### src/design/tcb_pkg.sv
`timescale 1ns / 1ps
`default_nettype none

package tcb_pkg;

	typedef struct packed {
		logic [1:0] opcode;
		logic [7:0] code;
		logic [7:0] repeat_count;
		logic [6:0] read_col;
		logic [5:0] read_row;
	} in_item_t;

	typedef struct packed {
		logic [6:0] cursor_col;
		logic [5:0] cursor_row;
		logic [7:0] cell_value;
	} out_item_t;

	localparam logic [1:0] OP_KEY  = 2'd0;
	localparam logic [1:0] OP_CHAR = 2'd1;
	localparam logic [1:0] OP_READ = 2'd2;

	localparam logic [7:0] KEY_HOME   = 8'd0;
	localparam logic [7:0] KEY_END    = 8'd1;
	localparam logic [7:0] KEY_PGUP   = 8'd2;
	localparam logic [7:0] KEY_PGDN   = 8'd3;
	localparam logic [7:0] KEY_LEFT   = 8'd4;
	localparam logic [7:0] KEY_RIGHT  = 8'd5;
	localparam logic [7:0] KEY_UP     = 8'd6;
	localparam logic [7:0] KEY_DOWN   = 8'd7;
	localparam logic [7:0] KEY_DELETE = 8'd8;

	localparam logic [7:0] CH_BS    = 8'h08;
	localparam logic [7:0] CH_TAB   = 8'h09;
	localparam logic [7:0] CH_LF    = 8'h0A;
	localparam logic [7:0] CH_CR    = 8'h0D;
	localparam logic [7:0] CH_ESC   = 8'h1B;
	localparam logic [7:0] CH_SPACE = 8'h20;

	localparam int COLS_RESET = 80;
	localparam int ROWS_RESET = 25;

	// character classes
	localparam logic [2:0] CK_PLAIN = 3'd0;
	localparam logic [2:0] CK_BS    = 3'd1;
	localparam logic [2:0] CK_TAB   = 3'd2;
	localparam logic [2:0] CK_LF    = 3'd3;
	localparam logic [2:0] CK_CR    = 3'd4;
	localparam logic [2:0] CK_ESC   = 3'd5;

	// datapath operations
	localparam logic [3:0] DP_NOP       = 4'd0;
	localparam logic [3:0] DP_LOAD      = 4'd1;
	localparam logic [3:0] DP_KEY       = 4'd2;
	localparam logic [3:0] DP_DEL_INIT  = 4'd3;
	localparam logic [3:0] DP_DEL_SPACE = 4'd4;
	localparam logic [3:0] DP_DEL_COPY  = 4'd5;
	localparam logic [3:0] DP_BS        = 4'd6;
	localparam logic [3:0] DP_PUT       = 4'd7;
	localparam logic [3:0] DP_PUT_SPACE = 4'd8;
	localparam logic [3:0] DP_LF        = 4'd9;
	localparam logic [3:0] DP_CR        = 4'd10;
	localparam logic [3:0] DP_CLR_INIT  = 4'd11;
	localparam logic [3:0] DP_CLR_STEP  = 4'd12;
	localparam logic [3:0] DP_FINISH    = 4'd13;
	localparam logic [3:0] DP_RD_CELL   = 4'd14;

	typedef struct packed {
		logic [3:0] op;
		logic       rep_done;
	} dp_cmd_t;

	typedef struct packed {
		logic [1:0] opcode;
		logic [2:0] kind;
		logic       key_move;
		logic       key_del;
		logic       cnt_zero;
		logic       cnt_last;
		logic       x_zero;
		logic       del_last;
		logic       clr_last;
		logic       tab_stop;
	} dp_stat_t;

endpackage

`default_nettype wire

### src/design/tcb_ctrl.sv
`timescale 1ns / 1ps
`default_nettype none

module tcb_ctrl (
	input  wire logic              clk,
	input  wire logic              arst_n,
	input  wire logic              start,
	input  wire logic              cfg_we,
	input  wire tcb_pkg::dp_stat_t stat,
	output tcb_pkg::dp_cmd_t       cmd,
	output logic                   busy
);

	localparam logic [3:0] S_INIT   = 4'd0;
	localparam logic [3:0] S_IDLE   = 4'd1;
	localparam logic [3:0] S_DISP   = 4'd2;
	localparam logic [3:0] S_CHAR   = 4'd3;
	localparam logic [3:0] S_TAB    = 4'd4;
	localparam logic [3:0] S_DEL_RD = 4'd5;
	localparam logic [3:0] S_DEL_WR = 4'd6;
	localparam logic [3:0] S_WIPE   = 4'd7;
	localparam logic [3:0] S_DONE   = 4'd8;

	logic [3:0] state_q;
	logic [3:0] state_d;
	logic [3:0] rep_next;

	assign rep_next = stat.cnt_last ? S_DONE : S_CHAR;
	assign busy = (state_q != S_IDLE);

	always_comb begin
		state_d = state_q;
		cmd.op = tcb_pkg::DP_NOP;
		cmd.rep_done = 1'b0;
		case (state_q)
			S_INIT: begin
				cmd.op = tcb_pkg::DP_CLR_STEP;
				if (stat.clr_last) begin
					state_d = S_IDLE;
				end
			end
			S_IDLE: begin
				if (start) begin
					cmd.op = tcb_pkg::DP_LOAD;
					state_d = S_DISP;
				end
			end
			S_DISP: begin
				case (stat.opcode)
					tcb_pkg::OP_KEY: begin
						if (stat.key_move) begin
							cmd.op = tcb_pkg::DP_KEY;
							state_d = S_DONE;
						end else if (stat.key_del) begin
							cmd.op = tcb_pkg::DP_DEL_INIT;
							state_d = S_DEL_RD;
						end else begin
							state_d = S_DONE;
						end
					end
					tcb_pkg::OP_CHAR: begin
						state_d = stat.cnt_zero ? S_DONE : S_CHAR;
					end
					tcb_pkg::OP_READ: begin
						cmd.op = tcb_pkg::DP_RD_CELL;
						state_d = S_DONE;
					end
					default: begin
						state_d = S_DONE;
					end
				endcase
			end
			S_CHAR: begin
				case (stat.kind)
					tcb_pkg::CK_BS: begin
						if (stat.x_zero) begin
							cmd.rep_done = 1'b1;
							state_d = rep_next;
						end else begin
							cmd.op = tcb_pkg::DP_BS;
							state_d = S_DEL_RD;
						end
					end
					tcb_pkg::CK_TAB: begin
						state_d = S_TAB;
					end
					tcb_pkg::CK_LF: begin
						cmd.op = tcb_pkg::DP_LF;
						cmd.rep_done = 1'b1;
						state_d = rep_next;
					end
					tcb_pkg::CK_CR: begin
						cmd.op = tcb_pkg::DP_CR;
						cmd.rep_done = 1'b1;
						state_d = rep_next;
					end
					tcb_pkg::CK_ESC: begin
						cmd.op = tcb_pkg::DP_CLR_INIT;
						state_d = S_WIPE;
					end
					default: begin
						cmd.op = tcb_pkg::DP_PUT;
						cmd.rep_done = 1'b1;
						state_d = rep_next;
					end
				endcase
			end
			S_TAB: begin
				cmd.op = tcb_pkg::DP_PUT_SPACE;
				if (stat.tab_stop) begin
					cmd.rep_done = 1'b1;
					state_d = rep_next;
				end
			end
			S_DEL_RD: begin
				if (stat.del_last) begin
					cmd.op = tcb_pkg::DP_DEL_SPACE;
					if (stat.opcode == tcb_pkg::OP_KEY) begin
						state_d = S_DONE;
					end else begin
						cmd.rep_done = 1'b1;
						state_d = rep_next;
					end
				end else begin
					state_d = S_DEL_WR;
				end
			end
			S_DEL_WR: begin
				cmd.op = tcb_pkg::DP_DEL_COPY;
				state_d = S_DEL_RD;
			end
			S_WIPE: begin
				// further escapes in the same item change nothing
				cmd.op = tcb_pkg::DP_CLR_STEP;
				if (stat.clr_last) begin
					state_d = S_DONE;
				end
			end
			S_DONE: begin
				cmd.op = tcb_pkg::DP_FINISH;
				state_d = S_IDLE;
			end
			default: begin
				state_d = S_IDLE;
			end
		endcase
		if (cfg_we) begin
			state_d = S_INIT;
		end
	end

	always_ff @(posedge clk or negedge arst_n) begin
		if (!arst_n) begin
			state_q <= S_INIT;
		end else begin
			state_q <= state_d;
		end
	end

endmodule

`default_nettype wire

### config.mk
export PLATFORM = sky130hd
export DESIGN_NAME = tcb_ctrl
export DESIGN_NICKNAME = d
export VERILOG_FILES = /design/src/design/tcb_pkg.sv /design/src/design/tcb_ctrl.sv
export SDC_FILE = /design/constraint.sdc
export NUM_CORES = 1
export LEC_CHECK = 0
export BUFFER_PORTS_ARGS = -buffer_cell sky130_fd_sc_hd__buf_2
export CORE_UTILIZATION = 40
export CTS_CLUSTER_SIZE = 40
export DETAILED_ROUTE_END_ITERATION = 6
export GPL_ROUTABILITY_DRIVEN = 0
export PLACE_DENSITY = 0.75
export SLEW_MARGIN = 15
export SYNTH_ARGS = -nofsm -noshare
export SYNTH_HDL_FRONTEND = slang
export SYNTH_SLANG_ARGS = --single-unit
### constraint.sdc
create_clock -name clk -period 1.5 [get_ports clk]
set_input_delay 0.225 -clock clk [delete_from_list [all_inputs] [get_ports clk]]
set_output_delay 0.225 -clock clk [all_outputs]
set_load 0.005 [all_outputs]
==> results of run 1 <==
## path summary, 6_finish.rpt
kind | to | slack, ps | start
max | cmd[0] | -270 | state_q[1]$_DFFE_PN0P_
min | state_q[2]$_DFFE_PN0P_ | 210 | cfg_we
max reg2reg | state_q[3]$_DFFE_PN0P_ | -260 | state_q[1]$_DFFE_PN0P_
min reg2reg | state_q[2]$_DFFE_PN0P_ | 720 | state_q[3]$_DFFE_PN0P_
max in group asynchronous | state_q[3]$_DFFE_PN0P_ | 1000 | arst_n
min in group asynchronous | state_q[1]$_DFFE_PN0P_ | 360 | arst_n
## power by group through the flow
stage	logic, mW	registers (mW)	clock network (mW)
finish	0.306	0.123	0.139
global route	0.327	0.123	0.149
CTS	0.280	0.122	0.129
detailed placement	0.257	0.124	0
global placement	0.246	0.123	0
floorplan	0.150	0.119	0
## synth_stat cells (all sizes together) (2+ instances only)
cell	instances
buf	4
nor2	10
mux2i	2
a31oi	2
o21ai	9
nand2	12
dfrtp	4
o211ai	3
inv	3
and3	2
o21a	3
a211oi	3
a21o	2
or4	2
nand2b	10
nor3	2
clkbuf	3
nor4	2
a21oi	7
a221o	2
## cell type report
class	instances	area, µm²
multi-input cells	88	640.6
repair buffers	55	390.4
fillers	115	370.4
flip-flops and latches	4	103.9
clock buffers	3	22.52
well taps	16	20.02
inverters	3	11.26
## worst reg2reg max path, stage by stage (launching register included)
cell and delay (ps):
dfrtp_2 460, buf_6 150, nand2_4 80, o21ai_1 70, a32o_2 250, or4b_4 500
a31oi_2 160
## per-stage QoR
stage / area, µm² / power (mW)
CTS: 1101 / 0.5319
floorplan: 700.7 / 0.2692
global route: 1189 / 0.5991
global placement: 944.7 / 0.3689
finish: 1189 / 0.5671
detailed placement: 944.7 / 0.3812
## metal layers
metal  wire length, µm  vias to the layer above  part of all wire, %  track usage [%]
li1                  -                      490                    -                -
met3               178                       15                  5.8            5.000
met1              1219                      499                   40            36.90
met5                 0                        -                    0                0
met4               116                        0                  3.8            15.00
met2              1560                       67                   51            52.84
## what timing repair did
| item | CTS | global route |
|---|---|---|
| endpoints found under the hold margin | 4 | 0 |
| gates resized for setup | 16 | 13 |
| hold buffers | 1 | 0 |
| buffers inserted | 8 | 4 |
| setup endpoints to repair | 9 | 10 |
| cloned | 0 | 0 |
| pin swaps | 6 | 4 |
## logic make-up (layout without fill, tap and decap cells)
logic type | after synthesis | in the layout | synth area share [%]
buffers and inverters | 10 | 61 | 6.834
flip-flops | 4 | 4 | 14.39
AO/OA/AOI/OAI | 39 | 39 | 39.39
multiplexers | 2 | 2 | 2.878
AND/OR/NAND/NOR | 47 | 47 | 36.51
==> summary.txt, run 1 <==
STA
  • Slew headroom: 80.80%
  • Min Tclk post-route: 1770 ps
  • RSZ-0062 raised after global routing: true
  • Final Hold Viols: 0
  • Clk_skew: 4.711 ps
  • Setup TNS: -2146 ps
  • F_max: 0.5648 GHz
  • Slew @ Worst Pin: 285.0 ps
  • Final setup viols: 10
  • Max Slew Vio Count: 0
  • Fin crit share: 118.0%
  • Setup ws final: -270.5 ps
  • Worst hold margin: 205.9 ps

Synthesis
  • Fraction of registers with async set/reset: 100.0%
  • Area leader, netlist: dfrtp_1
  • Top cells by area, synth: dfrtp_1 14%, nand2b_1 9.0%, nand2_1 5.4%
  • Syn avg cell area: 6.820 µm²
  • EDFF count, synth: 0
  • Synth Instances: 102
  • Ys Warns: 0
  • Synthesized Nets: 119
  • Cell variety after synth: 41
  • Mapped Area: 695.7 µm²
  • Sequential-to-total area share from yosys stat: 14.39%
  • Share of the synthesized area in the top cell type: 14.39%
  • Main synth FF type: dfrtp_1
  • Yosys reg bits: 4

Global routing
  • Grt ovf: 0
  • Gr usage total: 30.78%
  • Initial antenna violation count: 0
  • First-pass GRT wire length: 4367 µm
  • Number of global-route vias before repair: 986
  • Largest net degree at the start of global routing: 11

Min path
  • Hold Path Class: in -> reg
  • Hold depth: 2

Final layout
  • Top reg by flops: state_q
  • Antenna Diode Count: 0
  • Area growth syn-to-layout: 70.86%
  • Layout cells sized above 1: 52.94%
  • Final Util: 76.24%
  • Most frequent cells in the layout: 24 x buf_4, 22 x buf_2, 9 x nand2b_1
  • Final cell count without fillers: 169
  • Max reg flops: 4
  • Largest registers: state_q (4)
  • Nets: 172
  • Most common cell after layout, fill and taps aside: buf_4

Clocking
  • Clk sinks: 4
  • Clk_lat worst skew: 230 ps
  • Clock transition at path regs: 40 ps
  • CTS Buffer Depth: 2
  • CTS Buf Count: 3
  • # H-tree levels: 1
  • Clk Tree Root Cell: clkbuf_4
  • CTS tree: yes

Flow run
  • Max-cap violations: 0

Place
  • Number of buffers added on ports: 22
  • Post-Place Cells: 153
  • Setup WS pre-CTS: -158.6 ps
  • DPL Wire Length: 1876 µm

Pwr
  • Flop pwr share: 21.6%
  • Comb pwr share: 53.9%
  • Sw frac: 37.72%
  • Power Internal: 0.3532 mW
  • Clock power share: 24.4%
  • Leak: 0.5207 nW
  • Pwr Density: 477.1 nW/µm²
  • Worst vdd ir: 0.2238 mV
  • Net Sw Power: 0.2139 mW

Die
  • Starting Density: 44.62%
  • Rows: 14
  • Die Width: 43.71 µm
  • Die Height: 43.71 µm
  • Core area: 1559 µm²
  • Io pins: 23
  • Die area: 1910 µm²

Worst setup path
  • WP data required: 1270 ps
  • Critical-path maximum fanout: 6
  • Cells on worst reg2reg path: 6
  • Crit-path leading delay family: buffers and inverters
  • Critical path depth in cells: 6
  • Largest stage delay, worst path: 450 ps
  • CP arrival: 1550 ps
  • Critical path cell sequence: buf_6 > and2_4 > nand2_2 > buf_4 > o32ai_2 > buf_2
  • WS Path Type: reg -> out
  • Critical path's slowest cell: dfrtp_2
  • Startpoint types: flip-flop
  • Crit. End Element: output pin
  • Buf+Inv Stages, Crit Path: 3

Route
  • First DRT Iteration DRCs: 52
  • Via/cell ratio: 6.337
  • DRT antenna net count: 0
  • Vias: 1071
  • Wire length per cell: 18.19 µm
  • Final wirelength: 3074 µm
  • Post-route DRC: 1
  • First-pass DRT Iterations: 7

Run status
  • Outcome: finished, violations left
  • Failing checks: DRC, setup timing
Power figures use the tool's default switching activity.
==> run 2: changes to the inputs <==
--- a/config.mk
+++ b/config.mk
@@ -5,12 +5,13 @@
 export SDC_FILE = /design/constraint.sdc
 export NUM_CORES = 1
 export LEC_CHECK = 0
+export ABC_AREA = 1
 export BUFFER_PORTS_ARGS = -buffer_cell sky130_fd_sc_hd__buf_2
-export CORE_UTILIZATION = 40
+export CORE_UTILIZATION = 37
 export CTS_CLUSTER_SIZE = 40
 export DETAILED_ROUTE_END_ITERATION = 6
 export GPL_ROUTABILITY_DRIVEN = 0
-export PLACE_DENSITY = 0.75
+export PLACE_DENSITY = 0.71
 export SLEW_MARGIN = 15
 export SYNTH_ARGS = -nofsm -noshare
 export SYNTH_HDL_FRONTEND = slang
==> run 2 against run 1 <==
- final cell count grew 13%
- die area grew 5.9%
- clock skew decreased by 1.5 ps
- hold slack improved by 67 ps
- largest cell class unchanged
- core utilization down 17 points
- design area shrank 14%
- flip-flop and latch count unchanged
- non-clock buffer count decreased by 24
- critical path depth rose by 1
- sequential share of layout area up 1.4 points
- the flow finishes with violations (setup timing)
==> summary.txt, run 2 <==
Run status
  • Outcome: finished, violations left
  • Failing checks: setup timing

Min path
  • Hold depth: 4 (+2)
  • Hold Path Class: in -> reg
  • Worst Hold End: state_q[0]$_DFFE_PN0P_
  • Min-delay src: cfg_we

Global routing
  • Grt ovf: 0 (unchanged)
  • First-pass GRT wire length: 3608 µm (-17%)
  • Gr usage total: 25.12% (-5.7 points)
  • Largest net degree at the start of global routing: 7 (-4)
  • Number of global-route vias before repair: 871 (-12%)
  • Initial antenna violation count: 0 (unchanged)

Worst setup path
  • Largest stage delay, worst path: 400 ps (-50 ps)
  • Startpoint types: flip-flop
  • Critical path's slowest cell: dfrtp_1
  • CP arrival: 1430 ps (-120 ps)
  • WP data required: 1270 ps (about the same)
  • Critical path cell sequence: buf_4 > nor2_2 > nand2_2 > o22ai_2 > nor2_1 > nand2_1 > buf_2
  • Reg2reg start: state_q[2]$_DFFE_PN0P_
  • Cells on worst reg2reg path: 8 (+2)
  • Worst reg2reg endpoint: state_q[2]$_DFFE_PN0P_
  • Crit. End Element: output pin
  • Critical path launch point: state_q[2]$_DFFE_PN0P_
  • WS Path Type: reg -> out
  • R2r setup slk: 50 ps (+310 ps)
  • Critical-path maximum fanout: 3 (-3)

Die
  • Io pins: 23 (unchanged)
  • Die Height: 44.97 µm (+2.9%)
  • Die Width: 44.97 µm (+2.9%)
  • Die area: 2022 µm² (+5.9%)
  • Starting Density: 39.57% (-5.1 points)
  • Core area: 1727 µm² (+11%)
  • Rows: 15 (+1)

STA
  • Slew @ Worst Pin: 307.3 ps (+22.36 ps)
  • Fin crit share: 110.7% (-7.4 points)
  • Setup ws final: -160.0 ps (+110.5 ps)
  • Max Slew Vio Count: 0 (unchanged)
  • Min Tclk post-route: 1660 ps (-110.5 ps)
  • Final setup viols: 5 (-5)
  • Setup TNS: -646.7 ps (+1500 ps)
  • RSZ-0062 raised after global routing: true
  • Clk_skew: 3.212 ps (-1.499 ps)
  • Slew headroom: 79.29% (-1.5 points)
  • Final Hold Viols: 0 (unchanged)
  • F_max: 0.6024 GHz (+6.7%)
  • Worst hold margin: 272.9 ps (+66.95 ps)

Clocking
  • Clk_lat worst skew: 240 ps (about the same)
  • Clk Tree Root Cell: clkbuf_4
  • # H-tree levels: 1 (unchanged)
  • CTS tree: yes
  • Clk sinks: 4 (unchanged)
  • CTS Buffer Depth: 2 (unchanged)
  • Clock transition at path regs: 40 ps (about the same)
  • CTS Buf Count: 3 (unchanged)

Final layout
  • Most frequent cells in the layout: 39 x nand2_1, 22 x buf_2, 17 x inv_1
  • Layout cells sized above 1: 41.57% (-11 points)
  • Most common cell after layout, fill and taps aside: nand2_1
  • Design area: 1020 µm² (-14%)
  • Top reg by flops: state_q
  • Antenna Diode Count: 0 (unchanged)
  • Area growth syn-to-layout: 49.27%
  • Largest registers: state_q (4)
  • Final cell count without fillers: 191 (+13%)
  • Final Util: 59.06% (-17 points)
  • Max reg flops: 4 (unchanged)
  • Nets: 185 (+7.6%)

Route
  • DRT antenna net count: 0 (unchanged)
  • Vias: 1035 (-3.4%)
  • First DRT Iteration DRCs: 66 (+27%)
  • Wire length per cell: 13.13 µm (-28%)
  • First-pass DRT Iterations: 5 (-2)
  • Post-route DRC: 0 (-1)
  • Via/cell ratio: 5.419 (-14%)
  • Final wirelength: 2507 µm (-18%)

Pwr
  • Total power: 0.6748 mW (+19%)
  • Leak: 0.5532 nW (+6.2%)
  • Pwr Density: 661.7 nW/µm² (+39%)
  • Worst vdd ir: 0.3043 mV (+36%)

Synthesis
  • Synth cell count leaders: 46 x nand2_1, 17 x inv_1, 14 x nor2_1
  • Most numerous cell in the Yosys netlist: nand2_1
  • Yosys reg bits: 4 (unchanged)
  • Area leader, netlist: nand2_1
  • Ys Warns: 0 (unchanged)
  • Fraction of registers with async set/reset: 100.0% (unchanged)
  • Mapped Area: 683.2 µm² (-1.8%)
  • EDFF count, synth: 0 (unchanged)
  • Sequential-to-total area share from yosys stat: 14.65% (+0.26 points)
  • Main synth FF type: dfrtp_1
  • Cell variety after synth: 20 (-51%)
  • Top cells by area, synth: nand2_1 25%, dfrtp_1 15%, inv_1 9.3%
  • Synthesized Nets: 149 (+25%)
  • Share of the synthesized area in the top cell type: 25.27% (+11 points)
  • Syn avg cell area: 5.175 µm² (-24%)
  • Synth Instances: 132 (+29%)

Place
  • Number of buffers added on ports: 22 (unchanged)
  • Placed inst area: 824.5 µm² (-13%)
  • Setup WS pre-CTS: 62.53 ps (+221.1 ps)
  • Post-Place Cells: 179 (+17%)
  • DPL Wire Length: 1533 µm (-18%)

Flow run
  • Max-cap violations: 0 (unchanged)
## run 2: where the power goes
part | switching, mW | internal (mW) | leakage, nW
combinational | 0.235 | 0.159 | 0.489
clock | 0.0483 | 0.0897 | 0.0138
sequential | 0.0228 | 0.120 | 0.0501
## run 2: worst max-delay path by stage
| stage | end | slack (ps) | cells past startpoint |
|---|---|---|---|
| 6_report | cmd[1] | -160 | 7 |
| 5_1_grt | cmd[1] | -200 | 6 |
| 4_1_cts | cmd[3] | -100 | 6 |
| 3_5_place_dp | cmd[2] | 60 | 6 |
| 3_3_place_gp | cmd[2] | 100 | 6 |
| 2_1_floorplan | cmd[1] | 280 | 7 |
## run 2: cell families after synthesis
group / count (synthesis) / synth area share (%)
simple gates: 90 / 59.71
buf+inv: 22 / 12.09
compound gates: 16 / 13.55
flops: 4 / 14.65
## run 2: final cells by class
cell class,count,area (µm²)
fill,175,706.9
multi-input combinational,106,594.3
tap,25,31.28
timing repair buffer,31,180.2
inverter,22,87.58
sequential,4,103.9
clock buffer,3,22.52
## run 2: routing by layer
| metal | vias up | wire length (µm) | global-route usage [%] | part of all wire [%] |
|---|---|---|---|---|
| li1 | 491 | - | - | - |
| met1 | 452 | 952 | 27.49 | 38 |
| met2 | 75 | 1209 | 44.06 | 48 |
| met3 | 17 | 216 | 3.600 | 8.6 |
| met4 | 0 | 129 | 17.58 | 5.1 |
| met5 | - | 0 | 0 | 0 |
## run 2: critical path, delay by kind of cell (launching register included)
family | cells | cell delay, ps
buffers and inverters | 2 | 260
AO/OA/AOI/OAI | 1 | 140
AND/OR/NAND/NOR | 4 | 400
flip-flops | 1 | 400
## run 2: repair_timing
| item | in CTS | in global routing |
|---|---|---|
| hold buffers | 1 | 0 |
| hold endpoints to repair | 4 | 0 |
| buffers inserted | 7 | 1 |
| resized for setup | 26 | 4 |
| setup endpoints to repair | 5 | 7 |
| pin swaps | 12 | 5 |
